===== src/rtl/jfsf_pkg.sv =====
// package for the jpeg frame size finder: phase codes, status codes and constants
package jfsf_pkg;

	// parser phases
	typedef enum logic [3:0] {
		PH_MAGIC  = 4'd0,
		PH_APPLEN = 4'd1,
		PH_TAG    = 4'd2,
		PH_SKIP   = 4'd3,
		PH_MARKER = 4'd4,
		PH_SEGLEN = 4'd5,
		PH_FRMLEN = 4'd6,
		PH_PREC   = 4'd7,
		PH_HEIGHT = 4'd8,
		PH_WIDTH  = 4'd9
	} phase_t;

	// result status codes
	localparam logic [2:0] ST_FOUND      = 3'd0;
	localparam logic [2:0] ST_BAD_START  = 3'd1;
	localparam logic [2:0] ST_NOT_JFIF   = 3'd2;
	localparam logic [2:0] ST_BAD_MARKER = 3'd3;
	localparam logic [2:0] ST_END_DATA   = 3'd4;

	// file constants
	localparam logic [31:0] START_WORD = 32'hFFD8_FFE0;
	localparam logic [31:0] JFIF_WORD  = 32'h4A46_4946;
	localparam logic [15:0] MARK_MASK  = 16'hFF00;
	localparam logic [15:0] FRAME_MARK = 16'hFFC0;
	localparam logic [15:0] FAIL_SIZE  = 16'd100;
	localparam logic [15:0] TAG_BYTES  = 16'd6;
	localparam logic [15:0] LEN_BYTES  = 16'd2;

	// field byte counts
	localparam logic [2:0] FC_WORD = 3'd4;
	localparam logic [2:0] FC_HALF = 3'd2;

endpackage


===== src/rtl/jpeg_frame_size_finder.sv =====
// jpeg frame size finder: walks jfif marker segments and reports the sof0 size
//
// channel  | valid         | stall         | payload
// ---------+---------------+---------------+---------------------------
// bytes    | byte_valid    | byte_stall    | data_byte, last_byte
// results  | result_valid  | result_stall  | status, width, height
//
// one byte is taken per cycle while byte_stall is low; each byte is held in an
// input register, then the parser state and the result register are updated
// from it; a result is registered from its deciding or final byte.
// byte_stall rises only while a byte waits in the input register and the
// result register holds an item that is stalled.
// arst_n clears all control state; every final byte returns the parser to start.
module jpeg_frame_size_finder (
	input  logic        clk,
	input  logic        arst_n,
	input  logic        byte_valid,
	output logic        byte_stall,
	input  logic [7:0]  data_byte,
	input  logic        last_byte,
	output logic        result_valid,
	input  logic        result_stall,
	output logic [2:0]  status,
	output logic [15:0] width,
	output logic [15:0] height
);
	import jfsf_pkg::*;

	logic        valid_s1;
	logic [7:0]  byte_s1;
	logic        last_s1;

	phase_t      phase_q, phase_d;
	logic [2:0]  count_q, count_d;
	logic [31:0] gather_q, gather_d;
	logic [15:0] skip_q, skip_d;
	logic [15:0] height_q, height_d;
	logic        decided_q, decided_d;

	logic        out_valid_q;
	logic [2:0]  status_q;
	logic [15:0] width_q, height_out_q;

	logic        out_free, step;
	logic        emit;
	logic [2:0]  emit_status;
	logic [15:0] emit_w, emit_h;
	logic [31:0] gather_n;
	logic [2:0]  count_n;
	logic [15:0] tag_rest, seg_rest, skip_dec;

	// handshake
	assign out_free   = !out_valid_q || !result_stall;
	assign step       = valid_s1 && out_free;
	assign byte_stall = valid_s1 && !out_free;

	// input register
	always_ff @(posedge clk or negedge arst_n) begin
		if (!arst_n) begin
			valid_s1 <= 1'b0;
		end else if (byte_valid && !byte_stall) begin
			valid_s1 <= 1'b1;
		end else if (step) begin
			valid_s1 <= 1'b0;
		end
	end

	always_ff @(posedge clk) begin
		if (byte_valid && !byte_stall) begin
			byte_s1 <= data_byte;
			last_s1 <= last_byte;
		end
	end

	// shifted field and helper differences
	assign gather_n = {gather_q[23:0], byte_s1};
	assign count_n  = count_q + 3'd1;
	assign tag_rest = skip_q - TAG_BYTES;
	assign seg_rest = gather_n[15:0] - LEN_BYTES;
	assign skip_dec = (skip_q != 16'd0) ? skip_q - 16'd1 : 16'd0;

	// parser step for one item
	always_comb begin
		phase_d     = phase_q;
		count_d     = count_n;
		gather_d    = gather_n;
		skip_d      = skip_q;
		height_d    = height_q;
		decided_d   = decided_q;
		emit        = 1'b0;
		emit_status = ST_END_DATA;
		emit_w      = FAIL_SIZE;
		emit_h      = FAIL_SIZE;
		if (decided_q) begin
			count_d  = count_q;
			gather_d = gather_q;
		end else begin
			case (phase_q)
				PH_MAGIC: begin
					if (count_n == FC_WORD) begin
						if (gather_n != START_WORD) begin
							emit = 1'b1;
							emit_status = ST_BAD_START;
						end else begin
							phase_d = PH_APPLEN;
							count_d = '0;
							gather_d = '0;
						end
					end
				end
				PH_APPLEN: begin
					if (count_n == FC_HALF) begin
						skip_d = gather_n[15:0];
						phase_d = PH_TAG;
						count_d = '0;
						gather_d = '0;
					end
				end
				PH_TAG: begin
					if (count_n == FC_WORD) begin
						if (gather_n != JFIF_WORD) begin
							emit = 1'b1;
							emit_status = ST_NOT_JFIF;
						end else if (skip_q < TAG_BYTES) begin
							emit = 1'b1;
							emit_status = ST_BAD_START;
						end else begin
							skip_d = tag_rest;
							phase_d = (tag_rest != 16'd0) ? PH_SKIP : PH_MARKER;
							count_d = '0;
							gather_d = '0;
						end
					end
				end
				PH_SKIP: begin
					count_d = '0;
					gather_d = '0;
					skip_d = skip_dec;
					if (skip_dec == 16'd0) begin
						phase_d = PH_MARKER;
					end
				end
				PH_MARKER: begin
					if (count_n == FC_HALF) begin
						if ((gather_n[15:0] & MARK_MASK) != MARK_MASK) begin
							emit = 1'b1;
							emit_status = ST_BAD_MARKER;
						end else begin
							phase_d = (gather_n[15:0] == FRAME_MARK) ? PH_FRMLEN : PH_SEGLEN;
							count_d = '0;
							gather_d = '0;
						end
					end
				end
				PH_SEGLEN: begin
					if (count_n == FC_HALF) begin
						if (gather_n[15:0] < LEN_BYTES) begin
							emit = 1'b1;
							emit_status = ST_BAD_MARKER;
						end else begin
							skip_d = seg_rest;
							phase_d = (seg_rest != 16'd0) ? PH_SKIP : PH_MARKER;
							count_d = '0;
							gather_d = '0;
						end
					end
				end
				PH_FRMLEN: begin
					if (count_n == FC_HALF) begin
						phase_d = PH_PREC;
						count_d = '0;
						gather_d = '0;
					end
				end
				PH_PREC: begin
					phase_d = PH_HEIGHT;
					count_d = '0;
					gather_d = '0;
				end
				PH_HEIGHT: begin
					if (count_n == FC_HALF) begin
						height_d = gather_n[15:0];
						phase_d = PH_WIDTH;
						count_d = '0;
						gather_d = '0;
					end
				end
				PH_WIDTH: begin
					if (count_n == FC_HALF) begin
						emit = 1'b1;
						emit_status = ST_FOUND;
						emit_w = gather_n[15:0];
						emit_h = height_q;
					end
				end
				default: begin
					emit = 1'b1;
					emit_status = ST_BAD_MARKER;
				end
			endcase
			// final byte with nothing decided
			if (!emit && last_s1) begin
				emit = 1'b1;
				emit_status = ST_END_DATA;
			end
			if (emit) begin
				decided_d = 1'b1;
			end
		end
		// every final byte restarts the parser
		if (last_s1) begin
			phase_d   = PH_MAGIC;
			count_d   = '0;
			gather_d  = '0;
			skip_d    = '0;
			height_d  = '0;
			decided_d = 1'b0;
		end
	end

	// parser state
	always_ff @(posedge clk or negedge arst_n) begin
		if (!arst_n) begin
			phase_q   <= PH_MAGIC;
			count_q   <= '0;
			gather_q  <= '0;
			skip_q    <= '0;
			height_q  <= '0;
			decided_q <= 1'b0;
		end else if (step) begin
			phase_q   <= phase_d;
			count_q   <= count_d;
			gather_q  <= gather_d;
			skip_q    <= skip_d;
			height_q  <= height_d;
			decided_q <= decided_d;
		end
	end

	// result register
	always_ff @(posedge clk or negedge arst_n) begin
		if (!arst_n) begin
			out_valid_q <= 1'b0;
		end else if (step && emit) begin
			out_valid_q <= 1'b1;
		end else if (!result_stall) begin
			out_valid_q <= 1'b0;
		end
	end

	always_ff @(posedge clk) begin
		if (step && emit) begin
			status_q     <= emit_status;
			width_q      <= emit_w;
			height_out_q <= emit_h;
		end
	end

	assign result_valid = out_valid_q;
	assign status       = status_q;
	assign width        = width_q;
	assign height       = height_out_q;

endmodule

===== config.mk =====
export PLATFORM = sky130hd
export DESIGN_NAME = jpeg_frame_size_finder
export DESIGN_NICKNAME = d
export VERILOG_FILES = /design/src/rtl/jfsf_pkg.sv /design/src/rtl/jpeg_frame_size_finder.sv
export SDC_FILE = /design/constraint.sdc
export NUM_CORES = 1
export LEC_CHECK = 0
export BUFFER_PORTS_ARGS = -buffer_cell sky130_fd_sc_hd__buf_2
export CAP_MARGIN = 30
export CORE_UTILIZATION = 50
export CTS_CLUSTER_DIAMETER = 200
export DETAILED_ROUTE_END_ITERATION = 10
export GPL_ROUTABILITY_DRIVEN = 0
export HOLD_SLACK_MARGIN = 0.06
export PLACE_DENSITY = 0.76
export SYNTH_ARGS = -nofsm -noshare
export SYNTH_HDL_FRONTEND = slang
export SYNTH_SLANG_ARGS = --single-unit

===== constraint.sdc =====
create_clock -name clk -period 4 [get_ports clk]
set_clock_uncertainty 0.1 [all_clocks]
set_input_delay 0.8 -clock clk [delete_from_list [all_inputs] [get_ports clk]]
set_output_delay 0.8 -clock clk [all_outputs]
set_load 0.05 [all_outputs]

# Word-level counts from Yosys, hierarchy flattened

Index checks and enable logic that the tools add are counted.

Mux-type cells: 91
Reductions and logical operators: 30
Eq/ne operators: 30
Magnitude comparators: 2
$add $sub $neg: 4
Bitwise gates (word level): 2

Operators by type and width:

| operator                                                               | count |
|---|---|
| 24-bit 2-to-1 mux                                                      | 12 |
| 16-bit 2-to-1 mux                                                      | 12 |
| 24-bit case mux with 6 select lines                                    | 1 |
| 3-bit 2-to-1 mux                                                       | 24 |
| 16-bit case mux with 4 select lines                                    | 1 |
| 4-bit 2-to-1 mux                                                       | 15 |
| 16-bit nonzero test                                                    | 3 |
| 3-bit != test (second input constant)                                  | 13 |
| 3-bit case mux with 6 select lines                                     | 2 |
| 4-bit case mux with 9 select lines                                     | 1 |
| 32-bit by 31-bit != test with 1-bit output (second input constant)     | 1 |
| 32-bit != test (second input constant)                                 | 1 |
| 1-bit 2-to-1 mux                                                       | 21 |
| 16-bit equality test (second input constant)                           | 1 |
| 4-bit by 3-bit equality test with 1-bit output (second input constant) | 4 |
| 16-bit logical NOT                                                     | 1 |
| 16-bit by 2-bit < comparator with 1-bit output (second input constant) | 1 |
| 16-bit by 3-bit < comparator with 1-bit output (second input constant) | 1 |
| 16-bit AND reduction                                                   | 1 |
| 16-bit by 1-bit subtractor with 16-bit output (second input constant)  | 1 |
| 16-bit by 2-bit subtractor with 16-bit output (second input constant)  | 1 |
| 16-bit by 3-bit subtractor with 16-bit output (second input constant)  | 1 |
| 10-bit nonzero test                                                    | 1 |
| 9-bit AND reduction                                                    | 1 |
| 23 further kinds                                                       | 38 |

Input bits: 13
Flip-flop bits (word level): 110

# Logic depth before layout (Yosys ltp)

Depth after elaboration: 13
Gate-level depth with buffers: 10
Mapped depth without buffers: 9

# Worst setup path before layout

Ideal clock, no wire load.

Path kind: register -> register
From: register gather_q[2]
To: register height_out_q[0] (netlist: height[0]), enable pin
Cell stages (with the launch flop): 9
Path slack: 0.507 ns
Arrival time: 2.999 ns
Data required time: 3.506 ns
Setup time: 0.394 ns
Cells stage by stage: dfrtp_1 -> buf_2 -> or4_4 -> or4_4 -> o21a_1 -> a2111oi_2 -> o22ai_1 -> nand2_1 -> o21a_1

Cells in the longest elaborated chain, start to end: 11

RTL lines:

| item                                                                         | line                          | RTL |
|---|---|---|
| start: declaration                                                           | jpeg_frame_size_finder.sv:35  | `logic [31:0] gather_q, gather_d;` |
| start signal: assignment                                                     | jpeg_frame_size_finder.sv:233 | `gather_q <= gather_d;` |
| 16-bit by 2-bit < comparator with 1-bit output, or another cell as far along | jpeg_frame_size_finder.sv:157 | `if (gather_n[15:0] < LEN_BYTES) begin` |
| 1-bit 2-to-1 mux, on equally long branches (2 in series)                     | -                             |  |
| 1-bit case mux with 6 select lines (*)                                       | jpeg_frame_size_finder.sv:98  | `case (phase_q)` |
| 1-bit 2-to-1 mux (*)                                                         | jpeg_frame_size_finder.sv:94  | `if (decided_q) begin` |
| 1-bit logical NOT                                                            | jpeg_frame_size_finder.sv:202 | `if (!emit && last_s1) begin` |
| 1-bit logical AND                                                            | jpeg_frame_size_finder.sv:202 |  |
| 1-bit 2-to-1 mux (*)                                                         | jpeg_frame_size_finder.sv:202 |  |
| 1-bit 2-to-1 mux (*) (2 in series)                                           | jpeg_frame_size_finder.sv:94  |  |
| 1-bit logical AND (*)                                                        | jpeg_frame_size_finder.sv:252 | `if (step && emit) begin` |
| end signal: assignment                                                       | jpeg_frame_size_finder.sv:255 | `height_out_q <= emit_h;` |
| end: declaration                                                             | jpeg_frame_size_finder.sv:42  | `logic [15:0] width_q, height_out_q;` |

Mark *: on every way between the ends. The rest lies on a longest branch, timed or not. The select of a mux whose other input is x is not followed.
A chain may end at the register's enable or synchronous reset.

# Final worst setup path

From: register byte_s1[2]
To: register phase_q[0]

Cells in the longest elaborated chain, start to end: 8

RTL lines:

| item                                          | line                          | RTL |
|---|---|---|
| start: declaration                            | jpeg_frame_size_finder.sv:30  | `logic [7:0] byte_s1;` |
| start signal: assignment                      | jpeg_frame_size_finder.sv:70  | `byte_s1 <= data_byte;` |
| 16-bit by 2-bit subtractor with 16-bit output | jpeg_frame_size_finder.sv:79  | `assign seg_rest = gather_n[15:0] - LEN_BYTES;` |
| 16-bit nonzero test                           | jpeg_frame_size_finder.sv:162 | `phase_d = (seg_rest != 16'd0) ? PH_SKIP : PH_MARKER;` |
| 3-bit 2-to-1 mux                              | jpeg_frame_size_finder.sv:162 |  |
| 4-bit 2-to-1 mux                              | jpeg_frame_size_finder.sv:157 |  |
| 4-bit 2-to-1 mux                              | jpeg_frame_size_finder.sv:156 | `if (count_n == FC_HALF) begin` |
| 4-bit case mux with 9 select lines            | jpeg_frame_size_finder.sv:98  |  |
| 4-bit 2-to-1 mux                              | jpeg_frame_size_finder.sv:94  |  |
| 4-bit 2-to-1 mux                              | jpeg_frame_size_finder.sv:211 | `if (last_s1) begin` |
| end signal: assignment                        | jpeg_frame_size_finder.sv:231 | `phase_q <= phase_d;` |
| end: declaration                              | jpeg_frame_size_finder.sv:33  | `phase_t phase_q, phase_d;` |

Several ways; a longest one is shown, not always the timed one. The select of a mux whose other input is x is not followed.

==> out/metrics.csv <==
metric,value,unit
required,4140,ps
dp_hpwl,12500,µm
nets,737,
drv_slew,0,
syn_area_per_cell,9.31,µm²
ios,50,
postCtsSetupBuffers,0,
path_clk_slew,80,ps
synth_top_area_share,0.254,
synthCells,698,
synth_flop_cell,dfrtp_1,
setup_viol,0,
slew_headroom,0.324,
drtAntennaViolNets,0,
crit_family,simple AND/OR/NAND/NOR gates,
portBuffers,49,
status,"finished, final reports clean",
syn-num-nets,720,
grt_pass1_vias,5486,
crit_slowest_cell,or4_1,
finalHoldViolCount,0,
dr.first_iter.drc_count,682,
grt_pass1_wl,28300,µm
maxCapViolCount,0,
grt-ovfl-total,0,
synth_top_area_cell,dfrtp_1,
yosys_warnings,0,
std_cell_rows,41,
ir_drop,0.435,mV
fp.dieW,116,µm
rsz0062_at_grt,false,
p_per_area,761,nW/µm²
critPathKind,flop to flop,
synth_edf_count,44,
routed_wl,17500,µm
endpoint_kind,flop,
synth-simple-area-share,0.249,
crit_buf_inv,2,
layout-drive-gt1-share,0.143,
grt_use_total,0.275,
fin_crit_sh,0.861,
drtPass1Iterations,5,
post_cts_resized,0,
synthTopCellsByArea,"dfrtp_1 (25%), edfxtp_1 (20%), nand2_1 (4.6%)",
wire_per_inst,19.6,µm
arrival,3580,ps
cts_buffer_depth,2,
via_count,5816,
grt_max_degree,36,
synthDistinctLibCells,77,
clock_sinks,110,
slowest_delay,570,ps
hold_slack,368,ps
root_buffer,clkbuf_16,
fin_crit,3450,ps
areaGrowthSynthToFinish,9.93,%
coreArea,12700,µm²
synth_fa_ha_area_frac,0.0173,
drcViolationCount,0,
synth_top_family_by_area,simple AND/OR/NAND/NOR gates,
ys_seq_area_frac,0.457,
synthXorXnorAreaFrac,0.0283,
dieHeight,116,µm
cts_tree,yes,
cts-hold-fix-buffers,0,
syn_area,6500,µm²
routed_via_density,6.52,
totalPowerFinal,5.44,mW
worstSkewPairLatency,360,ps
start_util,0.513,
tightestPinTransition,1010,ps
synth_seq_cells,110,
synthMuxAreaShare,0.0115,
cp_common_cell,inv_1,
path_cells,inv_1 -> ha_1 -> inv_1 -> or4_1 -> xnor2_1 -> or4b_1 -> o31ai_1 -> a31oi_1 -> mux2_1,
startpoint_type,flop,
numCtsBuffers,9,
fmax,290,MHz
async_flop_share,0.600,
diodes,0,
leakage,2.88,nW
h-tree-depth,3,
final.setup.tns,0,ps
antenna_found_initial,0,
die_area,13500,µm²
hold_path.class,flop to flop,
crit_fanout,9,
synth_compound_area_frac,0.189,
==> power by group <==
group,switching [mW],total [mW],leakage (nW),internal [mW]
registers,0.520,2.02,1.29,1.50
clock network,0.447,0.891,0.149,0.444
logic,1.60,2.52,1.44,0.921
==> cell type report <==
| cell class | count | area [µm²] |
|---|---|---|
| Timing Repair Buffer | 64 | 365 |
| Multi-Input combinational cell | 513 | 3230 |
| Tap cell | 172 | 215 |
| Fill cell | 1111 | 5520 |
| Inverter | 17 | 63.8 |
| Clock buffer | 9 | 225 |
| Clock inverter | 7 | 77.6 |
| Sequential cell | 110 | 2970 |
==> routing by layer <==
| metal | track usage | share of wire | vias up |
|---|---|---|---|
| met2 | 0.421 | 0.45 | 348 |
| li1 | - | - | 2628 |
| met4 | 0.141 | 0.040 | 0 |
| met3 | 0.0575 | 0.093 | 70 |
| met5 | 0 | 0 | - |
| met1 | 0.370 | 0.41 | 2770 |
==> state kept, by name, indices dropped and copies added (netlist names) <==
name	count
status	3
gather_q	24
width	16
skip_q	16
count_q	3
result_valid	1
decided_q	1
height_q	16
last_s1	1
height	16
byte_s1	8
phase_q	4
valid_s1	1
==> worst register-to-register path: stages (launching register included) <==
cell and delay [ps]:
edfxtp_1 530, inv_1 170, ha_1 310, inv_1 150
or4_1 570, xnor2_1 190, or4b_1 550, o31ai_1 310
a31oi_1 140, mux2_1 310
==> final timing paths <==
path	from	end	slack, ps	cells past startpoint
max in group asynchronous	arst_n	gather_q[0]	2640	2
min reg2reg	height_q[15]	height_q[15]	370	2
max reg2reg	byte_s1[2]	phase_q[0]	550	9
min	height_q[15]	height_q[15]	370	2
min in group asynchronous	arst_n	skip_q[11]	390	1
max	byte_s1[2]	phase_q[0]	550	9
==> synth_stat cells (12+ instances only) <==
library cell	number
nor2_1	43
nor4_1	17
xor2_1	12
inv_1	16
nand3_1	34
edfxtp_1	44
buf_2	17
o21ai_0	33
nand2_1	79
a21oi_1	28
nand2b_1	13
clkbuf_1	38
and2_1	29
nand4_1	16
o31ai_1	14
a22o_1	25
nor3_1	22
dfrtp_1	66
==> cell usage in the layout, fill, tap and decap left out, drive strengths merged, types with 8 or more instances in the layout <==
cell type and count:
a21oi 28, a22o 25, a31oi 8, and2 30
buf 64, clkbuf 9, dfrtp 66, edfxtp 44
ha 9, inv 19, nand2 79, nand2b 13
nand3 34, nand4 16, nor2 43, nor3 24
nor4 19, o21ai 36, o31ai 14, or4 9
xnor2 9, xor2 12
==> per-stage QoR <==
step	utilization	area, µm²	std cells	setup WS [ps]
finish	0.564	7150	892	554
global route	0.564	7150	892	303
CTS	0.564	7150	892	626
detailed placement	0.540	6840	876	640
global placement	0.539	6830	875	700
floorplan	-	6500	698	507
==> cells by family after synthesis <==
family	count (synthesis)
AO/OA/AOI/OAI	172
adder cells (fa/ha/maj)	9
AND/OR/NAND/NOR	304
buffers and inverters	75
XOR/XNOR	21
flip-flops	110
multiplexers	7
Power figures use the tool's default switching activity.
